## src/sv/dit_pkg.sv

```systemverilog
`timescale 1ns / 1ps
// ----------------------------------------------------------------------------
// dit_pkg
// shared types and constants for the dual interval timer peripheral
// ----------------------------------------------------------------------------
package dit_pkg;

	// item kinds carried on tuser
	localparam logic [1:0] ACT_READ  = 2'd0;
	localparam logic [1:0] ACT_WRITE = 2'd1;
	localparam logic [1:0] ACT_TICK  = 2'd2;

	// register offsets
	localparam logic [3:0] REG_PORT_A   = 4'h0;
	localparam logic [3:0] REG_PORT_DIR = 4'h2;
	localparam logic [3:0] REG_TA_LO    = 4'h4;
	localparam logic [3:0] REG_TA_HI    = 4'h5;
	localparam logic [3:0] REG_TB_LO    = 4'h6;
	localparam logic [3:0] REG_TB_HI    = 4'h7;
	localparam logic [3:0] REG_ICR      = 4'hd;
	localparam logic [3:0] REG_CRA      = 4'he;
	localparam logic [3:0] REG_CRB      = 4'hf;

	// reset values
	localparam logic [7:0]  PORT_A_RST   = 8'h97;
	localparam logic [7:0]  PORT_DIR_RST = 8'h3f;
	localparam logic [15:0] TIMER_RST    = 16'hffff;
	localparam logic [7:0]  RDATA_IDLE   = 8'hff;

	// width of the shared adder, holds -255 .. 65536
	localparam int unsigned ACC_W = 18;
	localparam logic [ACC_W-1:0] FULL_PERIOD = 18'h10000;

	typedef logic signed [ACC_W-1:0] acc_t;

	// operand selection for the shared adder
	typedef struct packed {
		logic sel_b;     // timer b operands
		logic use_work;  // add period to work value, else count minus cycles
	} alu_ctrl_t;

endpackage

```

## src/sv/dit_alu.sv

```systemverilog
`timescale 1ns / 1ps
// ----------------------------------------------------------------------------
// dit_alu
// shared adder for both timers: count minus elapsed cycles, or work plus period
// ----------------------------------------------------------------------------
module dit_alu (
	input  dit_pkg::alu_ctrl_t ctrl,
	input  logic [15:0]        count_a,
	input  logic [15:0]        count_b,
	input  logic [15:0]        reload_a,
	input  logic [15:0]        reload_b,
	input  logic [7:0]         cycles,
	input  dit_pkg::acc_t      work,
	output dit_pkg::acc_t      sum
);
	import dit_pkg::*;

	logic [15:0]      reload;
	logic [ACC_W-1:0] period;
	logic [ACC_W-1:0] op_a;
	logic [ACC_W-1:0] op_b;

	always_comb begin
		reload = ctrl.sel_b ? reload_b : reload_a;
		// a zero latch counts a full 16-bit period
		period = (reload == 16'd0) ? FULL_PERIOD : {2'b00, reload};
		if (ctrl.use_work) begin
			op_a = work;
			op_b = period;
		end else begin
			op_a = {2'b00, (ctrl.sel_b ? count_b : count_a)};
			op_b = ~{10'd0, cycles} + 18'd1;
		end
	end

	assign sum = acc_t'(op_a + op_b);

endmodule

```

## src/sv/dual_interval_timer_nmi_peripheral.sv

```systemverilog
`timescale 1ns / 1ps
// ----------------------------------------------------------------------------
// dual_interval_timer_nmi_peripheral
// two 16-bit reloading down-counters with interrupt flags, mask and port a
// ----------------------------------------------------------------------------
// a read or write goes through the exec and done steps, then waits in done for a free output register
// a tick adds a subtract step per running timer and a reload step per underflow before done
// the sequencer goes back to idle as the result is loaded, one item in work at a time
// the shared 18-bit adder does one subtraction per running timer, then one add per underflow
// a new item may be taken while the previous result still waits on the master side
// arst_n clears all timer, port and interrupt state to its reset values at once
// ----------------------------------------------------------------------------
module dual_interval_timer_nmi_peripheral (
	input  logic        clk,
	input  logic        arst_n,
	// slave side
	input  logic        s_tvalid,
	output logic        s_tready,
	input  logic [23:0] s_tdata,   // reg_addr[3:0], wdata[11:4], tick_cycles[19:12], zero pad
	input  logic [1:0]  s_tuser,   // action[1:0]
	// master side
	output logic        m_tvalid,
	input  logic        m_tready,
	output logic [31:0] m_tdata    // rdata[7:0], nmi_pending[8], bank_base[24:9], zero pad
);
	import dit_pkg::*;

	// sequencer states
	localparam logic [2:0] ST_IDLE  = 3'd0;
	localparam logic [2:0] ST_EXEC  = 3'd1;
	localparam logic [2:0] ST_A_SUB = 3'd2;
	localparam logic [2:0] ST_A_ADD = 3'd3;
	localparam logic [2:0] ST_B_SUB = 3'd4;
	localparam logic [2:0] ST_B_ADD = 3'd5;
	localparam logic [2:0] ST_DONE  = 3'd6;

	logic [2:0]  state_q;

	// captured item
	logic [1:0]  action_q;
	logic [3:0]  addr_q;
	logic [7:0]  wdata_q;
	logic [7:0]  cycles_q;

	// peripheral state
	logic [7:0]  port_a_q;
	logic [7:0]  port_dir_q;
	logic [15:0] count_a_q;
	logic [15:0] reload_a_q;
	logic [15:0] count_b_q;
	logic [15:0] reload_b_q;
	logic [7:0]  ctrl_a_q;
	logic [7:0]  ctrl_b_q;
	logic [7:0]  flags_q;
	logic [6:0]  enable_q;

	// working value of the running timer
	acc_t        work_q;
	logic [7:0]  rdata_q;

	// output register
	logic        m_tvalid_q;
	logic [31:0] m_tdata_q;

	alu_ctrl_t   alu_ctrl;
	acc_t        alu_sum;
	logic        in_xfer;
	logic        out_free;
	logic        run_b;

	assign in_xfer  = s_tvalid && s_tready;
	assign out_free = !m_tvalid_q || m_tready;
	assign s_tready = (state_q == ST_IDLE);
	assign m_tvalid = m_tvalid_q;
	assign m_tdata  = m_tdata_q;

	// timer b is held off while control bit 6 is set
	assign run_b = ctrl_b_q[0] && !ctrl_b_q[6];

	// adder operands follow the sequencer step
	always_comb begin
		alu_ctrl.sel_b    = (state_q == ST_B_SUB) || (state_q == ST_B_ADD);
		alu_ctrl.use_work = (state_q == ST_A_ADD) || (state_q == ST_B_ADD);
	end

	dit_alu u_alu (
		.ctrl     (alu_ctrl),
		.count_a  (count_a_q),
		.count_b  (count_b_q),
		.reload_a (reload_a_q),
		.reload_b (reload_b_q),
		.cycles   (cycles_q),
		.work     (work_q),
		.sum      (alu_sum)
	);

	// item capture, payload only
	always_ff @(posedge clk) begin
		if (in_xfer) begin
			action_q <= s_tuser;
			addr_q   <= s_tdata[3:0];
			wdata_q  <= s_tdata[11:4];
			cycles_q <= s_tdata[19:12];
		end
	end

	always_ff @(posedge clk or negedge arst_n) begin
		if (!arst_n) begin
			state_q    <= ST_IDLE;
			port_a_q   <= PORT_A_RST;
			port_dir_q <= PORT_DIR_RST;
			count_a_q  <= TIMER_RST;
			reload_a_q <= TIMER_RST;
			count_b_q  <= TIMER_RST;
			reload_b_q <= TIMER_RST;
			ctrl_a_q   <= 8'd0;
			ctrl_b_q   <= 8'd0;
			flags_q    <= 8'd0;
			enable_q   <= 7'd0;
			m_tvalid_q <= 1'b0;
		end else begin
			// load a finished result, or drop one taken by the downstream side
			if ((state_q == ST_DONE) && out_free) begin
				m_tvalid_q <= 1'b1;
			end else if (m_tvalid_q && m_tready) begin
				m_tvalid_q <= 1'b0;
			end
			case (state_q)
				ST_IDLE: begin
					if (in_xfer) begin
						state_q <= ST_EXEC;
					end
				end
				ST_EXEC: begin
					// ticks go on to the timer steps, everything else finishes here
					state_q <= (action_q == ACT_TICK) ? ST_A_SUB : ST_DONE;
					case (action_q)
						ACT_READ: begin
							// reading the flags clears them
							if (addr_q == REG_ICR) begin
								flags_q <= 8'd0;
							end
						end
						ACT_WRITE: begin
							case (addr_q)
								REG_PORT_A:   port_a_q <= wdata_q;
								REG_PORT_DIR: port_dir_q <= wdata_q;
								REG_TA_LO:    reload_a_q[7:0] <= wdata_q;
								REG_TA_HI:    reload_a_q[15:8] <= wdata_q;
								REG_TB_LO:    reload_b_q[7:0] <= wdata_q;
								REG_TB_HI:    reload_b_q[15:8] <= wdata_q;
								REG_ICR: begin
									// bit 7 picks set or clear of the mask bits
									if (wdata_q[7]) begin
										enable_q <= enable_q | wdata_q[6:0];
									end else begin
										enable_q <= enable_q & ~wdata_q[6:0];
									end
								end
								REG_CRA: begin
									ctrl_a_q <= wdata_q;
									if (wdata_q[4]) begin
										count_a_q <= reload_a_q;
									end
								end
								REG_CRB: begin
									ctrl_b_q <= wdata_q;
									if (wdata_q[4]) begin
										count_b_q <= reload_b_q;
									end
								end
								default: ;
							endcase
						end
						default: ;
					endcase
				end
				ST_A_SUB: begin
					if (ctrl_a_q[0]) begin
						work_q  <= alu_sum;
						state_q <= ST_A_ADD;
					end else begin
						state_q <= ST_B_SUB;
					end
				end
				ST_A_ADD: begin
					// one reload per underflow
					if (work_q[ACC_W-1]) begin
						work_q     <= alu_sum;
						flags_q[0] <= 1'b1;
						if (enable_q[0]) begin
							flags_q[7] <= 1'b1;
						end
					end else begin
						count_a_q <= work_q[15:0];
						state_q   <= ST_B_SUB;
					end
				end
				ST_B_SUB: begin
					if (run_b) begin
						work_q  <= alu_sum;
						state_q <= ST_B_ADD;
					end else begin
						state_q <= ST_DONE;
					end
				end
				ST_B_ADD: begin
					if (work_q[ACC_W-1]) begin
						work_q     <= alu_sum;
						flags_q[1] <= 1'b1;
						if (enable_q[1]) begin
							flags_q[7] <= 1'b1;
						end
					end else begin
						count_b_q <= work_q[15:0];
						state_q   <= ST_DONE;
					end
				end
				ST_DONE: begin
					// wait for a free output register
					if (out_free) begin
						state_q <= ST_IDLE;
					end
				end
				default: state_q <= ST_IDLE;
			endcase
		end
	end

	// read data, sampled before a flag clear in the same step
	always_ff @(posedge clk) begin
		if (state_q == ST_EXEC) begin
			if (action_q == ACT_READ) begin
				case (addr_q)
					REG_PORT_A:   rdata_q <= {~port_a_q[5], ~port_a_q[4], port_a_q[5:0]};
					REG_PORT_DIR: rdata_q <= port_dir_q;
					REG_TA_LO:    rdata_q <= count_a_q[7:0];
					REG_TA_HI:    rdata_q <= count_a_q[15:8];
					REG_TB_LO:    rdata_q <= count_b_q[7:0];
					REG_TB_HI:    rdata_q <= count_b_q[15:8];
					REG_ICR:      rdata_q <= flags_q;
					REG_CRA:      rdata_q <= ctrl_a_q;
					REG_CRB:      rdata_q <= ctrl_b_q;
					default:      rdata_q <= RDATA_IDLE;
				endcase
			end else begin
				rdata_q <= RDATA_IDLE;
			end
		end
	end

	// result payload: bank base is the inverted port bits in the top two bits
	always_ff @(posedge clk) begin
		if ((state_q == ST_DONE) && out_free) begin
			m_tdata_q <= {7'd0, ~port_a_q[1:0], 14'd0, flags_q[7], rdata_q};
		end
	end

`ifndef SYNTHESIS
	// an accepted item is executed in the next cycle
	a_accept_exec: assert property (@(posedge clk) disable iff (!arst_n)
		in_xfer |=> (state_q == ST_EXEC))
		else $error("accepted item not executed");

	// the working value never drops below -256 while reloading
	a_work_range: assert property (@(posedge clk) disable iff (!arst_n)
		((state_q == ST_A_ADD) || (state_q == ST_B_ADD)) |-> (work_q >= -acc_t'(256)))
		else $error("timer work value out of range");

	// count a only moves on a write step or the end of its reload loop
	a_count_a_src: assert property (@(posedge clk) disable iff (!arst_n)
		!$stable(count_a_q) |-> (($past(state_q) == ST_EXEC) || ($past(state_q) == ST_A_ADD)))
		else $error("count a changed outside its update steps");

	// a result only appears from the final step
	a_result_src: assert property (@(posedge clk) disable iff (!arst_n)
		$rose(m_tvalid_q) |-> ($past(state_q) == ST_DONE))
		else $error("result issued outside the final step");
`endif

endmodule
```

## config.mk

```make
export PLATFORM = sky130hd
export DESIGN_NAME = dual_interval_timer_nmi_peripheral
export DESIGN_NICKNAME = d
export VERILOG_FILES = /design/src/sv/dit_pkg.sv /design/src/sv/dit_alu.sv /design/src/sv/dual_interval_timer_nmi_peripheral.sv
export SDC_FILE = /design/constraint.sdc
export NUM_CORES = 1
export LEC_CHECK = 0
export BUFFER_PORTS_ARGS = -buffer_cell sky130_fd_sc_hd__buf_4
export CAP_MARGIN = 20
export CORE_UTILIZATION = 45
export CTS_CLUSTER_DIAMETER = 60
export CTS_CLUSTER_SIZE = 14
export DETAILED_ROUTE_END_ITERATION = 12
export PLACE_DENSITY = 0.74
export SYNTH_ARGS = -nofsm -noshare
export SYNTH_HDL_FRONTEND = slang
export SYNTH_HIERARCHICAL = 1
export SYNTH_SLANG_ARGS = --single-unit
export TNS_END_PERCENT = 30
```

## constraint.sdc

```tcl
create_clock -name clk -period 7.71 [get_ports clk]
set_input_delay 0 -clock clk [delete_from_list [all_inputs] [get_ports clk]]
set_output_delay 0 -clock clk [all_outputs]
set_load 0.01 [all_outputs]
```

After elaboration in Yosys (flattened, before gate mapping). Cells that the tools add are included.

$add $sub $neg: 2. Equal/unequal tests: 33. Mux-type cells: 40. Bitwise gates (word level): 7. Reductions and logical operators: 36.

Operators by type and width (number): $mux W16 (9); $mux W18 (5); $pmux W8 S9 (1); $pmux W16 S2 (2); $pmux W18 S3 (1); $reduce_and A3 Y1 (9); $ne A2 B2 Y1 const B (11); $pmux W3 S7 (1); $add A18 B1 Y18 const B (1); $add A18 B18 Y18 (1); $mux W3 (6); $not A8 Y18 (1); $mux W17 (1); $eq A4 B3 Y1 const B (4); $logic_not A16 Y1 (1); $mux W8 (2); $reduce_and A4 Y1 (4); $reduce_and A5 Y1 (3); $eq A4 B4 Y1 const B (3); $ne A2 B1 Y1 const B (6); $eq A3 B3 Y1 const B (3); $and A7 B7 Y7 (1); $mux W1 (7); $mux W7 (1); 22 further kinds (34).

Register bits: 167. Bits of input ports: 30. Output and inout port bits: 34. Logic and storage cells: 142.

Logic depth before layout (Yosys ltp).
Depth in word-level cells: 9. Gate-level depth with buffers: 19. Gate-level depth less buffers: 16.

Modules after synthesis. Netlist, hierarchy kept.

Modules (own cells, without submodules): dual_interval_timer_nmi_peripheral (instances 1, cells an instance 561, area an instance 7392.1 µm², sequential area each 4441.8 µm²); dit_alu (instances 1, cells an instance 267, area an instance 1796.7 µm², sequential area each 0.0 µm²).

Least setup slack after synthesis. OpenSTA, ideal clock, no wires.

Path type: register -> register. Start: register state_q[1]. End: register work_q[17] (data pin). Library setup time: 255 ps. Arrival time: 3297 ps. Data required time: 7455 ps. Setup slack: 4158 ps. Cell stages (with the launch flop): 19. Period minus slack after synthesis: 3552 ps. Cells stage by stage: dfrtp_1 buf_2 inv_1 ha_1 clkbuf_1 or4_1 o22ai_1 nand2_1 nand2_1 o21ai_1 ha_1 buf_4 a21o_1 o21ba_1 nor2_1 a211oi_1 o31ai_1 xor2_1 and2_1.

RTL lines: from (decl) (RTL line dual_interval_timer_nmi_peripheral.sv:37) `logic [2:0] state_q;`; from (signal assigned) (RTL line dual_interval_timer_nmi_peripheral.sv:136) `state_q <= (action_q == ACT_TICK) ? ST_A_SUB : ST_DONE;`; to (signal assigned) (RTL line dual_interval_timer_nmi_peripheral.sv:180) `work_q <= alu_sum;`; to (signal assigned) (RTL line dual_interval_timer_nmi_peripheral.sv:189) `work_q <= alu_sum;`; to (signal assigned) (RTL line dual_interval_timer_nmi_peripheral.sv:201) `work_q <= alu_sum;`; to (decl) (RTL line dual_interval_timer_nmi_peripheral.sv:58) `acc_t work_q;`.

==> results.toml <==
[status]
outcome = "completed"

[pwr]
power_density_mw_per_mm2 = 454
p_leak_nw = 4.17
ir_worst_vdd_mv = 0.373

[floorplan]
row_count = 51
die_area_mm2 = 0.0210
start_util = 0.466
core_area_mm2 = 0.0197
num_io_pins = 64
die_w_um = 145
die_h_um = 145

[sta]
finalCriticalPeriod_ps = 4490
fin_setup_tns_ps = 0
relSlewSlack = 0.244
skew_ps = 9.90
drv_slew = 0
tightest_slew_ps = 1120
final_hold_viol_count = 0
hold_ws_ps = 22.8
rsz0062_at_grt = "no"
setup_viol = 0
post-route-period-util = 0.582
max_freq_mhz = 223

[place]
place_congestion = 0.863
port_buffers = 38
dpl.hpwl_mm = 15.4

[cts]
cts_root_buf = "clkbuf_16"
h-tree-depth = 4
cts.sinks = 162
insertion_delay_ps = 440
cts_repair_resize_count = 0
postCtsHoldBufs = 24
cts_buffer_depth = 2
cts_buffers = 17
clkTransAtPathRegs_ps = 70
post_cts_buffers = 0
cts_tree = "built"

[global_routing]
grt_max_degree = 78
overflow = 0
grt_usage = 0.234
grt_pass1_vias = 6519
antenna_found_initial = 1
grt_pass1_wl_mm = 36.3

[route]
wl_mm = 22.9
num_vias = 6667
drt_iter0_drc = 625
routed_via_density = 5.83
drc = 0
wire_per_inst_um = 20.0
drt_pass1_iterations = 6
drtAntennaViolNets = 0

[setup_path]
endpoint_kind = "flop"
startpoint_type = "flop"
rr_worst_depth = 15
r2r_start = "state_q[2]"
reg2reg_to = "work_q[17]"
critical_path_arrival_ps = 4690
cp.required_ps = 7910
ff2ff_setup_slack_ps = 3220
path_max_fanout = 37
critPathKind = "flop to flop"

[synthesis]
netlist_top_cells_area = "dfstp_2, edfxtp_1, dfrtp_1, mux2_2, mux2i_1"
syn_inst = 828
synth_seq_cells = 162
synthArstFlopShare = 0.636
synth.top_cells.by_count = "dfstp_2, nand2_1, edfxtp_1"
synthDistinctLibCells = 80
syn_area_mm2 = 0.00919
yosysTopAreaCellShare = 0.212
avgSynthCellArea_um2 = 11.1
yosysWarnings = 6
synth-main-ff-cell = "dfstp_2"
yosysMostFrequentCell = "dfstp_2"
yosysSeqAreaShare = 0.483
synth_area_leader_cell = "dfstp_2"
synth-edff-count = 59

[final_layout]
layout-drive-gt1-share = 0.276
fillers = 1734
syn_to_final_growth_pct = 12.7
fin_nets = 917
num_antenna_cells = 0

[hold_path]
holdCritPathClass = "input pin to async pin"

[flow_run]
maxCapViolations = 0
[placed cells by master (no fill, tap or decap), drive strengths merged, types with 29 or more instances in the layout]
master  count
dfstp      74
nand2      71
mux2       66
edfxtp     59
nor2       58
mux2i      52
o21ai      52
buf        46
a21oi      40
dfrtp      29
[cell families after synthesis]
| family | after synthesis | synth area share |
|---|---|---|
| other | 1 | 0.000408 |
| multiplexers | 124 | 0.159 |
| buffers and inverters | 87 | 0.0545 |
| AND/OR/NAND/NOR | 241 | 0.135 |
| flip-flops | 162 | 0.483 |
| AO/OA/AOI/OAI | 172 | 0.119 |
| adder cells (fa/ha/maj) | 22 | 0.0308 |
| XOR/XNOR | 19 | 0.0181 |
[critical path, cell delays in order (launching register included)]
cell	delay, ps
dfrtp_1	880
ha_2	320
buf_4	500
or4b_1	500
o22ai_1	160
nand2_1	90
nand2_1	130
o21ai_1	90
ha_1	440
a21oi_1	250
o21ba_1	180
nor2_1	40
a211oi_1	210
o31ai_1	130
xor2_1	150
and2_1	140
[layer usage]
| metal | GRT usage | wire length, um |
|---|---|---|
| met1 | 0.312 | 10200 |
| met4 | 0.0781 | 510 |
| met3 | 0.0543 | 1370 |
| met2 | 0.373 | 10700 |
| met5 | 0 | 0 |
[cell type report]
cell class / instances / area [um^2] / share of cell area
clock inverters: 9 / 63.8 / 0.00616
clock buffers: 23 / 532 / 0.0513
flip-flops and latches: 162 / 4440 / 0.429
inverters: 15 / 56.3 / 0.00544
well taps: 265 / 332 / 0.0320
repair buffers: 70 / 586 / 0.0565
multi-input cells: 599 / 4350 / 0.420
[flip-flops by register name, summed over array words and instances (netlist names), 11 cells and up, named ones only]
signal,count
count_a_q,16
count_b_q,16
m_tdata,11
reload_a_q,16
reload_b_q,16
work_q,18
[power by group]
group	switching [mW]	leakage (nW)	internal, mW	total [mW]
logic	1.31	2.19	0.997	2.30
clock network	0.359	0.292	0.488	0.847
registers	0.250	1.69	1.31	1.56
[through the flow]
| step | total power, mW | worst slack [ps] | std cells | cell area (um^2) | utilization |
|---|---|---|---|---|---|
| 4_1_cts | 4.68 | 3240 | 1143 | 10400 | 0.525 |
| 3_3_place_gp | 3.76 | 3290 | 1087 | 9520 | 0.483 |
| 5_1_grt | 5.01 | 2920 | 1143 | 10400 | 0.525 |
| 6_report | 4.71 | 3220 | 1143 | 10400 | 0.525 |
| 3_5_place_dp | 3.82 | 3240 | 1087 | 9520 | 0.483 |
| 2_1_floorplan | 3.30 | 4160 | 848 | 9260 | - |
[worst max path at each step]
stage | startpoint | to
6_report | state_q[2] | work_q[17]
5_1_grt | state_q[2] | work_q[17]
4_1_cts | state_q[2] | work_q[17]
3_5_place_dp | state_q[2] | work_q[17]
3_3_place_gp | state_q[2] | work_q[17]
2_1_floorplan | state_q[1] | work_q[17]
(Power assumes the default switching activity.)
